===== src/rtl/core/phred_weighted_base_counter_unit_assert.svh =====
// ----------------------------------------------------------------------------
// Assertion macros used by the phred weighted base counter RTL.
// ----------------------------------------------------------------------------
`ifndef PHRED_WEIGHTED_BASE_COUNTER_UNIT_ASSERT_SVH
`define PHRED_WEIGHTED_BASE_COUNTER_UNIT_ASSERT_SVH

// Checks a property at every rising clock edge outside reset.
`define PBC_ASSERT(label, clk, rst_n, prop, msg) \
    label: assert property (@(posedge clk) disable iff (!rst_n) (prop)) else $error(msg);

// Checks that a condition is followed by a consequence in the next cycle.
`define PBC_ASSERT_NEXT(label, clk, rst_n, cond, conseq, msg) \
    label: assert property (@(posedge clk) disable iff (!rst_n) (cond) |=> (conseq)) \
        else $error(msg);

`endif


===== src/rtl/core/pbc_pkg.sv =====
// ----------------------------------------------------------------------------
// pbc_pkg
// Types, constants and the mapping-weight ROM of the phred weighted base
// counter.
// ----------------------------------------------------------------------------
package pbc_pkg;

    localparam int WEIGHT_FRAC_BITS = 16;
    localparam int SUM_INT_BITS     = 16;

    localparam int POS_W   = 32;
    localparam int QUAL_W  = 8;
    localparam int INDEL_W = 2;
    localparam int CODE_W  = 4;
    localparam int COUNT_W = 16;

    localparam int W_W      = WEIGHT_FRAC_BITS;
    localparam int SUM_W    = SUM_INT_BITS + WEIGHT_FRAC_BITS;
    localparam int NUM_BINS = 6;
    localparam int ROM_DEPTH = 1 << QUAL_W;

    localparam int BIN_A   = 0;
    localparam int BIN_C   = 1;
    localparam int BIN_G   = 2;
    localparam int BIN_T   = 3;
    localparam int BIN_INS = 4;
    localparam int BIN_DEL = 5;

    localparam logic [CODE_W-1:0] CODE_A = 4'h1;
    localparam logic [CODE_W-1:0] CODE_C = 4'h2;
    localparam logic [CODE_W-1:0] CODE_G = 4'h4;
    localparam logic [CODE_W-1:0] CODE_T = 4'h8;

    localparam logic [INDEL_W-1:0] INDEL_INSERT = 2'd1;
    localparam logic [INDEL_W-1:0] INDEL_DELETE = 2'd2;

    localparam logic [W_W-1:0]     HALF_LSB  = W_W'(1) << (W_W - 1);
    localparam logic [SUM_W-1:0]   SUM_MAX   = '1;
    localparam logic [COUNT_W-1:0] COUNT_MAX = '1;

    // Step ratio of the decaying exponential, about exp(-0.1) in Q0.32.
    localparam logic [31:0] ROM_RATIO = 32'd3886247119;

    typedef logic [W_W-1:0] weight_rom_t [ROM_DEPTH];
    typedef logic [NUM_BINS-1:0][SUM_W-1:0] sums_t;
    typedef logic [NUM_BINS-1:0][COUNT_W-1:0] counts_t;

    typedef struct packed {
        logic [POS_W-1:0]   position;
        logic               carries_read;
        logic [QUAL_W-1:0]  map_quality;
        logic [INDEL_W-1:0] indel_kind;
        logic               deleted_here;
        logic [CODE_W-1:0]  base_code;
        logic [QUAL_W-1:0]  base_quality;
        logic               last_of_column;
    } item_t;

    typedef struct packed {
        logic [POS_W-1:0]    position;
        logic                last;
        logic [NUM_BINS-1:0] hit;
        logic [W_W-1:0]      add;
    } weighed_t;

    typedef struct packed {
        logic [POS_W-1:0] position;
        sums_t            sums;
    } column_t;

    typedef struct packed {
        logic [POS_W-1:0] position;
        counts_t          counts;
    } result_t;

    // Builds 1 - exp(-0.1*q) for every quality q, rounded to the weight format.
    function automatic weight_rom_t build_weight_rom();
        weight_rom_t rom;
        logic [65:0] e;
        logic [32:0] one_minus;
        logic [32:0] w;
        e = 66'd1 << 32;
        for (int i = 0; i < ROM_DEPTH; i++)
        begin
            one_minus = (33'd1 << 32) - e[32:0];
            w = (one_minus + (33'd1 << (31 - W_W))) >> (32 - W_W);
            if (w > 33'({W_W{1'b1}}))
            begin
                w = 33'({W_W{1'b1}});
            end
            rom[i] = w[W_W-1:0];
            e = (e * 66'(ROM_RATIO) + (66'd1 << 31)) >> 32;
        end
        return rom;
    endfunction

    localparam weight_rom_t WEIGHT_ROM = build_weight_rom();

endpackage


===== src/rtl/core/pbc_weigh.sv =====
// ----------------------------------------------------------------------------
// pbc_weigh
// Input register, weight lookup and base-quality product; picks the bin that
// the read feeds and registers the value to add.
// ----------------------------------------------------------------------------
module pbc_weigh
    import pbc_pkg::*;
(
    input  logic     clk,
    input  logic     rst_n,
    input  logic     in_valid,
    output logic     in_stall,
    input  item_t    in_item,
    input  logic     take,
    output logic     s2_valid,
    output weighed_t s2_item
);

    logic     s1_valid_reg;
    logic     s1_valid_next;
    item_t    s1_item_reg;
    logic     s2_valid_reg;
    logic     s2_valid_next;
    weighed_t s2_item_reg;
    weighed_t s2_item_next;

    logic s1_free;
    logic s1_go;
    logic s2_free;

    logic [W_W-1:0]    w_map;
    logic [W_W-1:0]    w_base;
    logic [2*W_W-1:0]  product;
    logic [NUM_BINS-1:0] base_hit;

    assign s2_free  = !s2_valid_reg || take;
    assign s1_go    = s1_valid_reg && s2_free;
    assign s1_free  = !s1_valid_reg || s1_go;
    assign in_stall = !s1_free;

    assign s1_valid_next = s1_free ? in_valid : s1_valid_reg;
    assign s2_valid_next = s2_free ? s1_valid_reg : s2_valid_reg;

    assign w_map   = WEIGHT_ROM[s1_item_reg.map_quality];
    assign w_base  = WEIGHT_ROM[s1_item_reg.base_quality];
    assign product = w_map * w_base + (2*W_W)'(HALF_LSB);

    always_comb
    begin
        base_hit = '0;
        unique case (s1_item_reg.base_code)
            CODE_A:  base_hit[BIN_A] = 1'b1;
            CODE_C:  base_hit[BIN_C] = 1'b1;
            CODE_G:  base_hit[BIN_G] = 1'b1;
            CODE_T:  base_hit[BIN_T] = 1'b1;
            default: base_hit = '0;
        endcase
    end

    always_comb
    begin
        s2_item_next.position = s1_item_reg.position;
        s2_item_next.last     = s1_item_reg.last_of_column;
        s2_item_next.hit      = '0;
        s2_item_next.add      = product[2*W_W-1:W_W];
        priority if (!s1_item_reg.carries_read || s1_item_reg.map_quality == '0)
        begin
            s2_item_next.hit = '0;
        end
        else if (s1_item_reg.indel_kind == INDEL_INSERT)
        begin
            s2_item_next.hit[BIN_INS] = 1'b1;
            s2_item_next.add          = w_map;
        end
        else if (s1_item_reg.indel_kind == INDEL_DELETE)
        begin
            s2_item_next.hit[BIN_DEL] = 1'b1;
            s2_item_next.add          = w_map;
        end
        else if (!s1_item_reg.deleted_here)
        begin
            s2_item_next.hit = base_hit;
        end
        else
        begin
            s2_item_next.hit = '0;
        end
    end

    always_ff @(posedge clk or negedge rst_n)
    begin
        if (!rst_n)
        begin
            s1_valid_reg <= 1'b0;
            s2_valid_reg <= 1'b0;
        end
        else
        begin
            s1_valid_reg <= s1_valid_next;
            s2_valid_reg <= s2_valid_next;
        end
    end

    always_ff @(posedge clk)
    begin
        if (in_valid && s1_free)
        begin
            s1_item_reg <= in_item;
        end
        if (s1_go)
        begin
            s2_item_reg <= s2_item_next;
        end
    end

    assign s2_valid = s2_valid_reg;
    assign s2_item  = s2_item_reg;

endmodule


===== src/rtl/core/pbc_accum.sv =====
// ----------------------------------------------------------------------------
// pbc_accum
// Six saturating bin sums; the column's last item copies the final sums to a
// hand-off register and clears them.
// ----------------------------------------------------------------------------
`include "phred_weighted_base_counter_unit_assert.svh"

module pbc_accum
    import pbc_pkg::*;
(
    input  logic     clk,
    input  logic     rst_n,
    input  logic     s2_valid,
    input  weighed_t s2_item,
    output logic     take,
    input  logic     out_free,
    output logic     snap_valid,
    output column_t  snap
);

    sums_t   sum_reg;
    sums_t   sum_next;
    sums_t   added;
    logic    snap_valid_reg;
    logic    snap_valid_next;
    column_t snap_reg;
    logic    snap_free;

    function automatic logic [SUM_W-1:0] sat_add(logic [SUM_W-1:0] s, logic [W_W-1:0] v);
        logic [SUM_W:0] t;
        t = {1'b0, s} + (SUM_W+1)'(v);
        return t[SUM_W] ? SUM_MAX : t[SUM_W-1:0];
    endfunction

    assign snap_free = !snap_valid_reg || out_free;
    assign take      = s2_valid && (!s2_item.last || snap_free);

    always_comb
    begin
        for (int i = 0; i < NUM_BINS; i++)
        begin
            added[i] = s2_item.hit[i] ? sat_add(sum_reg[i], s2_item.add) : sum_reg[i];
        end
        if (take)
        begin
            sum_next = s2_item.last ? '0 : added;
        end
        else
        begin
            sum_next = sum_reg;
        end
    end

    always_comb
    begin
        if (take && s2_item.last)
        begin
            snap_valid_next = 1'b1;
        end
        else if (out_free)
        begin
            snap_valid_next = 1'b0;
        end
        else
        begin
            snap_valid_next = snap_valid_reg;
        end
    end

    always_ff @(posedge clk or negedge rst_n)
    begin
        if (!rst_n)
        begin
            sum_reg        <= '0;
            snap_valid_reg <= 1'b0;
        end
        else
        begin
            sum_reg        <= sum_next;
            snap_valid_reg <= snap_valid_next;
        end
    end

    always_ff @(posedge clk)
    begin
        if (take && s2_item.last)
        begin
            snap_reg.position <= s2_item.position;
            snap_reg.sums     <= added;
        end
    end

    assign snap_valid = snap_valid_reg;
    assign snap       = snap_reg;

    // A closed column must wait for the result register without being overwritten.
    `PBC_ASSERT_NEXT(a_snap_hold, clk, rst_n, snap_valid_reg && !out_free, snap_valid_reg && $stable(snap_reg), "closed column changed while waiting")
    `PBC_ASSERT_NEXT(a_clear_after_close, clk, rst_n, take && s2_item.last, sum_reg == '0, "bin sums not cleared after column close")
    `PBC_ASSERT(a_single_bin, clk, rst_n, !s2_valid || $onehot0(s2_item.hit), "read feeds more than one bin")

endmodule


===== src/rtl/core/pbc_scale.sv =====
// ----------------------------------------------------------------------------
// pbc_scale
// Scales each closed bin sum by ten, rounds and saturates it to the count
// width, and holds the result until it is taken.
// ----------------------------------------------------------------------------
module pbc_scale
    import pbc_pkg::*;
(
    input  logic    clk,
    input  logic    rst_n,
    input  logic    snap_valid,
    input  column_t snap,
    output logic    out_free,
    output logic    out_valid,
    input  logic    out_stall,
    output result_t result
);

    logic    out_valid_reg;
    logic    out_valid_next;
    result_t result_reg;
    result_t result_next;

    // Times ten is eight times plus two times, then rounded half up.
    function automatic logic [COUNT_W-1:0] scale_out(logic [SUM_W-1:0] s);
        logic [SUM_W+3:0] m;
        logic [SUM_W+3:0] r;
        m = (SUM_W+4)'({s, 3'b000}) + (SUM_W+4)'({s, 1'b0}) + (SUM_W+4)'(HALF_LSB);
        r = m >> W_W;
        return (r > (SUM_W+4)'(COUNT_MAX)) ? COUNT_MAX : r[COUNT_W-1:0];
    endfunction

    assign out_free       = !out_valid_reg || !out_stall;
    assign out_valid_next = out_free ? snap_valid : out_valid_reg;

    always_comb
    begin
        result_next.position = snap.position;
        for (int i = 0; i < NUM_BINS; i++)
        begin
            result_next.counts[i] = scale_out(snap.sums[i]);
        end
    end

    always_ff @(posedge clk or negedge rst_n)
    begin
        if (!rst_n)
        begin
            out_valid_reg <= 1'b0;
        end
        else
        begin
            out_valid_reg <= out_valid_next;
        end
    end

    always_ff @(posedge clk)
    begin
        if (snap_valid && out_free)
        begin
            result_reg <= result_next;
        end
    end

    assign out_valid = out_valid_reg;
    assign result    = result_reg;

endmodule


===== src/rtl/core/phred_weighted_base_counter_unit.sv =====
// ----------------------------------------------------------------------------
// phred_weighted_base_counter_unit
// Accumulates phred-weighted A, C, G, T, insertion and deletion evidence for
// one genome column, one read per transfer, and emits the scaled counts.
//
// Channel   Handshake            Payload
// input     in_valid / in_stall  position .. last_of_column, one read
// output    out_valid / out_stall column_position, count_a .. count_delete
//
// One read is taken every cycle while in_stall is low. A column's result is valid
// once its last item has landed in the input register and then passed the
// weight ROM and multiplier, the bin sums with their hand-off register, and
// the scaling into the result register.
// Reset clears the bin sums and all valid bits at once.
// A stalled result holds in its register while reads keep flowing into the
// sums; input stalls only when a column closes while two earlier results wait.
// ----------------------------------------------------------------------------
module phred_weighted_base_counter_unit
    import pbc_pkg::*;
(
    input  logic               clk,
    input  logic               rst_n,
    input  logic               in_valid,
    output logic               in_stall,
    input  logic [POS_W-1:0]   position,
    input  logic               carries_read,
    input  logic [QUAL_W-1:0]  map_quality,
    input  logic [INDEL_W-1:0] indel_kind,
    input  logic               deleted_here,
    input  logic [CODE_W-1:0]  base_code,
    input  logic [QUAL_W-1:0]  base_quality,
    input  logic               last_of_column,
    output logic               out_valid,
    input  logic               out_stall,
    output logic [POS_W-1:0]   column_position,
    output logic [COUNT_W-1:0] count_a,
    output logic [COUNT_W-1:0] count_c,
    output logic [COUNT_W-1:0] count_g,
    output logic [COUNT_W-1:0] count_t,
    output logic [COUNT_W-1:0] count_insert,
    output logic [COUNT_W-1:0] count_delete
);

    item_t    in_item;
    logic     s2_valid;
    weighed_t s2_item;
    logic     take;
    logic     out_free;
    logic     snap_valid;
    column_t  snap;
    result_t  result;

    assign in_item.position       = position;
    assign in_item.carries_read   = carries_read;
    assign in_item.map_quality    = map_quality;
    assign in_item.indel_kind     = indel_kind;
    assign in_item.deleted_here   = deleted_here;
    assign in_item.base_code      = base_code;
    assign in_item.base_quality   = base_quality;
    assign in_item.last_of_column = last_of_column;

    pbc_weigh u_weigh (
        .clk      (clk),
        .rst_n    (rst_n),
        .in_valid (in_valid),
        .in_stall (in_stall),
        .in_item  (in_item),
        .take     (take),
        .s2_valid (s2_valid),
        .s2_item  (s2_item)
    );

    pbc_accum u_accum (
        .clk        (clk),
        .rst_n      (rst_n),
        .s2_valid   (s2_valid),
        .s2_item    (s2_item),
        .take       (take),
        .out_free   (out_free),
        .snap_valid (snap_valid),
        .snap       (snap)
    );

    pbc_scale u_scale (
        .clk        (clk),
        .rst_n      (rst_n),
        .snap_valid (snap_valid),
        .snap       (snap),
        .out_free   (out_free),
        .out_valid  (out_valid),
        .out_stall  (out_stall),
        .result     (result)
    );

    assign column_position = result.position;
    assign count_a         = result.counts[BIN_A];
    assign count_c         = result.counts[BIN_C];
    assign count_g         = result.counts[BIN_G];
    assign count_t         = result.counts[BIN_T];
    assign count_insert    = result.counts[BIN_INS];
    assign count_delete    = result.counts[BIN_DEL];

endmodule


===== config.mk =====
export PLATFORM = sky130hd
export DESIGN_NAME = phred_weighted_base_counter_unit
export DESIGN_NICKNAME = d
export VERILOG_FILES = /design/src/rtl/core/pbc_pkg.sv /design/src/rtl/core/pbc_weigh.sv /design/src/rtl/core/pbc_accum.sv /design/src/rtl/core/pbc_scale.sv /design/src/rtl/core/phred_weighted_base_counter_unit.sv
export VERILOG_INCLUDE_DIRS = /design/src /design/src/rtl/core
export SDC_FILE = /design/constraint.sdc
export NUM_CORES = 2
export LEC_CHECK = 0
export ABC_AREA = 1
export BUFFER_PORTS_ARGS = -buffer_cell sky130_fd_sc_hd__buf_2
export CAP_MARGIN = 20
export CORE_ASPECT_RATIO = 1.5
export CORE_MARGIN = 2
export CORE_UTILIZATION = 50
export CTS_CLUSTER_SIZE = 16
export DETAILED_ROUTE_END_ITERATION = 10
export GPL_TIMING_DRIVEN = 0
export PLACE_DENSITY = 0.68
export SLEW_MARGIN = 20
export SYNTH_ARGS = -nofsm -noshare
export SYNTH_HDL_FRONTEND = slang
export SYNTH_SLANG_ARGS = --single-unit

===== constraint.sdc =====
create_clock -name clk -period 8.7 [get_ports clk]
set_input_delay 0.435 -clock clk [delete_from_list [all_inputs] [get_ports clk]]
set_output_delay 0.435 -clock clk [all_outputs]
set_load 0.005 [all_outputs]

## After elaboration in Yosys (flattened, before gate mapping)

Memory sizes are Yosys's and may differ from the RTL's.
Cells that the tools add are included.

- Flip-flop bits (word level): 660
- ROM bits: 8192
- Output and inout bits: 130
- Logic and storage cells: 127
- Memories kept: 2

- Add/sub/neg operators: 19
- Multiply operators: 1
- Magnitude comparators: 8
- Equality and inequality tests: 6
- Mux-type cells: 28
- Bitwise gates (word level): 2
- Reductions and logical operators: 23

Memory list:

| memory | words | bits a word | read ports | clocked after Yosys merged registers in | wr ports | RTL line | RTL |
|---|---|---|---|---|---|---|---|
| (no name shown) | 256 | 16 | 1 | 0 | 0 | pbc_weigh.sv:44 | `assign w_map = WEIGHT_ROM[s1_item_reg.map_quality];` |
| (no name shown) | 256 | 16 | 1 | 0 | 0 | pbc_weigh.sv:45 | `assign w_base = WEIGHT_ROM[s1_item_reg.base_quality];` |

Operator list:

| kind | number |
|---|---|
| $mux W32 | 12 |
| $add A35 B33 Y36 | 6 |
| $add A36 B16 Y36 const B | 6 |
| $add A32 B16 Y33 | 6 |
| $mux W192 | 1 |
| $gt A20 B16 Y1 const B | 6 |
| $mux W16 | 7 |
| $add A32 B16 Y32 const B | 1 |
| $mul A16 B16 Y32 | 1 |
| $ge A9 B9 Y1 const B | 2 |
| $not A8 Y9 | 2 |
| $logic_not A1 Y1 | 8 |
| $logic_not A8 Y1 | 1 |
| $mux W1 | 8 |
| $logic_or A1 B1 Y1 | 6 |
| $logic_and A1 B1 Y1 | 5 |
| $eq A4 B1 Y1 const B | 1 |
| $eq A4 B2 Y1 const B | 1 |
| $eq A4 B3 Y1 const B | 1 |
| $eq A4 B4 Y1 const B | 1 |
| $reduce_or A4 Y1 | 1 |
| $eq A2 B1 Y1 const B | 1 |
| $eq A2 B2 Y1 const B | 1 |
| $reduce_bool A2 Y1 | 1 |
| $reduce_or A2 Y1 | 1 |

## Longest topological paths before layout

- Word-level depth: 9
- Gate-level depth with buffers: 40

## By module

From an unflattened synthesis, not the netlist that was laid out.

- Cells, all modules: 8492
- Area, all modules: 62137.1 um2

Modules (own cells, without submodules):

| module | times used | cells each | area each (um2) | seq. area each (um2) |
|---|---|---|---|---|
| pbc_accum | 1 | 3688 | 27318.7 | 11556.1 |
| pbc_scale | 1 | 2820 | 19220.9 | 3868.7 |
| pbc_weigh | 1 | 1984 | 15597.5 | 3413.3 |

## Least setup slack after synthesis

No wires, ideal clock.

- Path kind: reg2reg
- Start: reg u_scale.out_valid_reg, in the netlist u_scale.out_valid
- End: reg u_scale.result_reg (netlist bit u_scale.result[0]) (enable)
- Data arrival time: 6.595 ns
- Setup slack: 1.448 ns
- Stages on the path, launching flop included: 2
- Path buffers: 0
- Cells stage by stage: dfrtp_1 > a21oi_1

- Word-level cells in the longest chain between the ends: 3

RTL lines:

| element | RTL line | RTL |
|---|---|---|
| start: declaration | pbc_scale.sv:19 | `logic out_valid_reg;` |
| start signal: assignment | pbc_scale.sv:53 | `out_valid_reg <= out_valid_next;` |
| $logic_not A1 Y1 | pbc_scale.sv:33 | `assign out_free = !out_valid_reg \|\| !out_stall;` |
| $logic_or A1 B1 Y1 | pbc_scale.sv:33 |  |
| $logic_and A1 B1 Y1 | pbc_scale.sv:59 | `if (snap_valid && out_free)` |
| end signal: assignment | pbc_scale.sv:61 | `result_reg <= result_next;` |
| end: declaration | pbc_scale.sv:21 | `result_t result_reg;` |

Every way passes these cells.
A chain may end at the register's enable or synchronous reset.

==> impl_metrics.yaml <==
clocking:
  cts_tree: "yes"
  cts.clk_slew.worst_paths_ns: 0.06
  clk_latency_ns: 0.66
  clockBufferDepth: 3
  cts.sinks: 660
  htreeDepth: 3
  cts_buffers: 70
  cts_root_buffer: "clkbuf_16"
logic_synthesis:
  synth_nets: 7325
  postSynthCellCount: 6482
  ys_warn_count: 0
  yosysSeqAreaShare_pct: 35.06
  synth.avg_cell_area_um2: 8.290
  synth.distinct_cells: 76
  synth_ff_type: "edfxtp_1"
  synth_area_um2: 53730
  synth_edf_count: 464
  ys_ff_latch: 660
  synth-async-reset-ratio_pct: 29.70
die:
  initial_core_util_pct: 50.28
  fp.coreArea_um2: 106900
  ioPinCount: 191
  dieWidth_um: 271.7
  die_area_um2: 110200
  fp-row-count: 147
  die_h_um: 405.5
worst_setup_path:
  crit_top_cell: "fa_1"
  critPathLaunchType: "register"
  r2r_cells: 28
  crit_type: "reg -> reg"
  reg2reg_slack_ns: 0.23
  cp_max_fo: 10
  crit_arrival_ns: 8.86
  cp_slowest_cell: "clkinv_1"
  critical-path-top-delay-family: "adder cells"
  max_stage_delay_ns: 0.60
  critPathRequiredTime_ns: 9.09
  path_depth: 28
  critPathCaptureType: "register"
  worst-path-buf-inv: 9
final_layout:
  final_cell_area_um2: 59960
  largest_reg_flops: 224
  final_common_cell: "nand2_1"
  fin_nets: 7667
  diodes: 0
  fillers: 9918
  layout_common_cells: "1361 x nand2_1, 956 x inv_1, 583 x ha_1, 479 x nor2_1, 464 x edfxtp_1"
  seq_area_um2: 18840
  multi_input_comb_area_um2: 30670
  drive_above_1_share_pct: 7.586
  syn_to_final_growth_pct: 11.58
routing:
  antenna_left: 0
  drt_iter0_markers: 3043
  wire_per_inst_um: 19.59
  vias: 46600
  dr.pass1.iters: 6
  remaining_drc_errors: 0
  viasPerCell: 5.617
  postRouteWirelength_um: 162500
sta:
  rsz0062_at_grt: "yes"
  worstMarginPinSlew_ns: 1.164
  post-route-period-util_pct: 97.31
  slew_headroom_pct: 22.04
  maxSlewViolCount: 0
  finalSetupViolCount: 0
  clock_skew_ns: 0.02723
  layout_setup_ws_ns: 0.2341
  finalHoldViolCount: 0
  fmax_ghz: 0.1181
  period_needed_ns: 8.466
global_route:
  antenna_found_initial: 1
  grt_usage_pct: 29.58
  grt.overflow.total: 0
  grt_pass1_wl_um: 254900
  grt_max_degree: 98
  first_global_vias: 47940
placement:
  dp.final_hpwl_um: 129500
  gp_congestion: 1.001
  pre_cts_slack_ns: -0.6063
  place_area_um2: 56880
  io_buffers: 190
flow_run:
  maxCapViolations: 0
run_status:
  outcome: "complete, no violations"
min_path:
  hold_depth: 3
  hp-class: "in -> reg"
==> area by class of cell <==
| type | instances | area share [%] |
|---|---|---|
| Buffer | 140 | 1.100 |
| Tap cell | 1415 | 2.953 |
| Clock buffer | 86 | 3.178 |
| Sequential cell | 660 | 31.42 |
| Multi-Input combinational cell | 4702 | 51.16 |
| Inverter | 979 | 6.167 |
| Timing Repair Buffer | 271 | 3.289 |
| Clock inverter | 43 | 0.7367 |
==> logic make-up after synthesis <==
group,Yosys count,share of synthesized area [%]
simple gates,2505,19.69
flops,660,35.06
compound gates,1217,13.00
fa+ha+maj,782,20.99
xor+xnor,198,3.227
buf+inv,1120,8.045
==> worst paths after layout <==
kind / start / endpoint
max: u_weigh.s1_item_reg[19] / u_weigh.s2_item[9]
min: in_valid / u_weigh.s1_valid_reg
max reg2reg: u_weigh.s1_item_reg[19] / u_weigh.s2_item[9]
min reg2reg: u_weigh.s1_item_reg[42] / u_weigh.s2_item[40]
max in group asynchronous: rst_n / u_accum.sum_reg[173]
min in group asynchronous: rst_n / u_accum.sum_reg[69]
==> worst reg2reg max path: cells and delay by family (launching register included) <==
family | cells | cell delay (ns)
AO/OA/AOI/OAI | 5 | 1.26
AND/OR/NAND/NOR | 7 | 1.29
buffers and inverters | 9 | 1.72
flip-flops | 1 | 0.47
adder cells (fa/ha/maj) | 7 | 3.46
==> metal layers <==
metal / routed length (um) / global-route usage, %
met1: 59350 / 31.06
met4: 12250 / 19.88
met2: 83590 / 54.71
met3: 7348 / 3.974
met5: 0 / 0
==> timing repair <==
item | CTS | global route
endpoints found under the hold margin | 113 | 0
setup buffers | 3 | 6
hold buffers | 57 | 0
setup endpoints to repair | 16 | 12
cloned | 0 | 0
pin swaps | 0 | 0
gates resized for setup | 14 | 27
==> stage by stage <==
stage,hold WS [ns],setup TNS (ns),cells,util [%]
after CTS,0.02185,0,8290,56.01
after floorplan,0.1394,0,6482,-
after global placement,0.4001,-492.92,8087,52.83
after global routing,0.04368,-0.02758,8296,56.11
final,0.06720,0,8296,56.11
after detailed placement,0.4045,-5.600,8102,53.22
==> cell usage after synthesis (11+ instances only) <==
| cell type | count | share of area (%) |
|---|---|---|
| dfrtp_1 | 196 | 9.1 |
| o211ai_1 | 28 | 0.39 |
| nor3_1 | 96 | 0.89 |
| o21bai_1 | 14 | 0.20 |
| nor2_1 | 492 | 3.4 |
| xnor2_1 | 99 | 1.6 |
| or2_2 | 20 | 0.23 |
| o221ai_1 | 14 | 0.23 |
| a31oi_1 | 30 | 0.35 |
| nand4_1 | 115 | 1.3 |
| nand2_2 | 18 | 0.21 |
| a21oi_1 | 409 | 3.8 |
| o21ai_1 | 33 | 0.31 |
| fa_1 | 199 | 7.4 |
| inv_2 | 11 | 0.077 |
| nand3_1 | 321 | 3.0 |
| inv_1 | 963 | 6.7 |
| nand3b_1 | 21 | 0.29 |
| o21ai_0 | 441 | 4.1 |
| clkbuf_1 | 80 | 0.56 |
| o22ai_1 | 77 | 0.90 |
| ha_1 | 583 | 14 |
| xor2_1 | 99 | 1.6 |
| nand2_1 | 1367 | 9.5 |
| edfxtp_1 | 464 | 26 |
| buf_2 | 40 | 0.37 |
| nor4_1 | 25 | 0.29 |
| o21a_1 | 41 | 0.57 |
| a21boi_0 | 11 | 0.15 |
| a21o_1 | 19 | 0.27 |
Power is left out: the tool's default activity adds up to more than one toggle a clock period on the data nets, which glitch-free logic cannot reach.
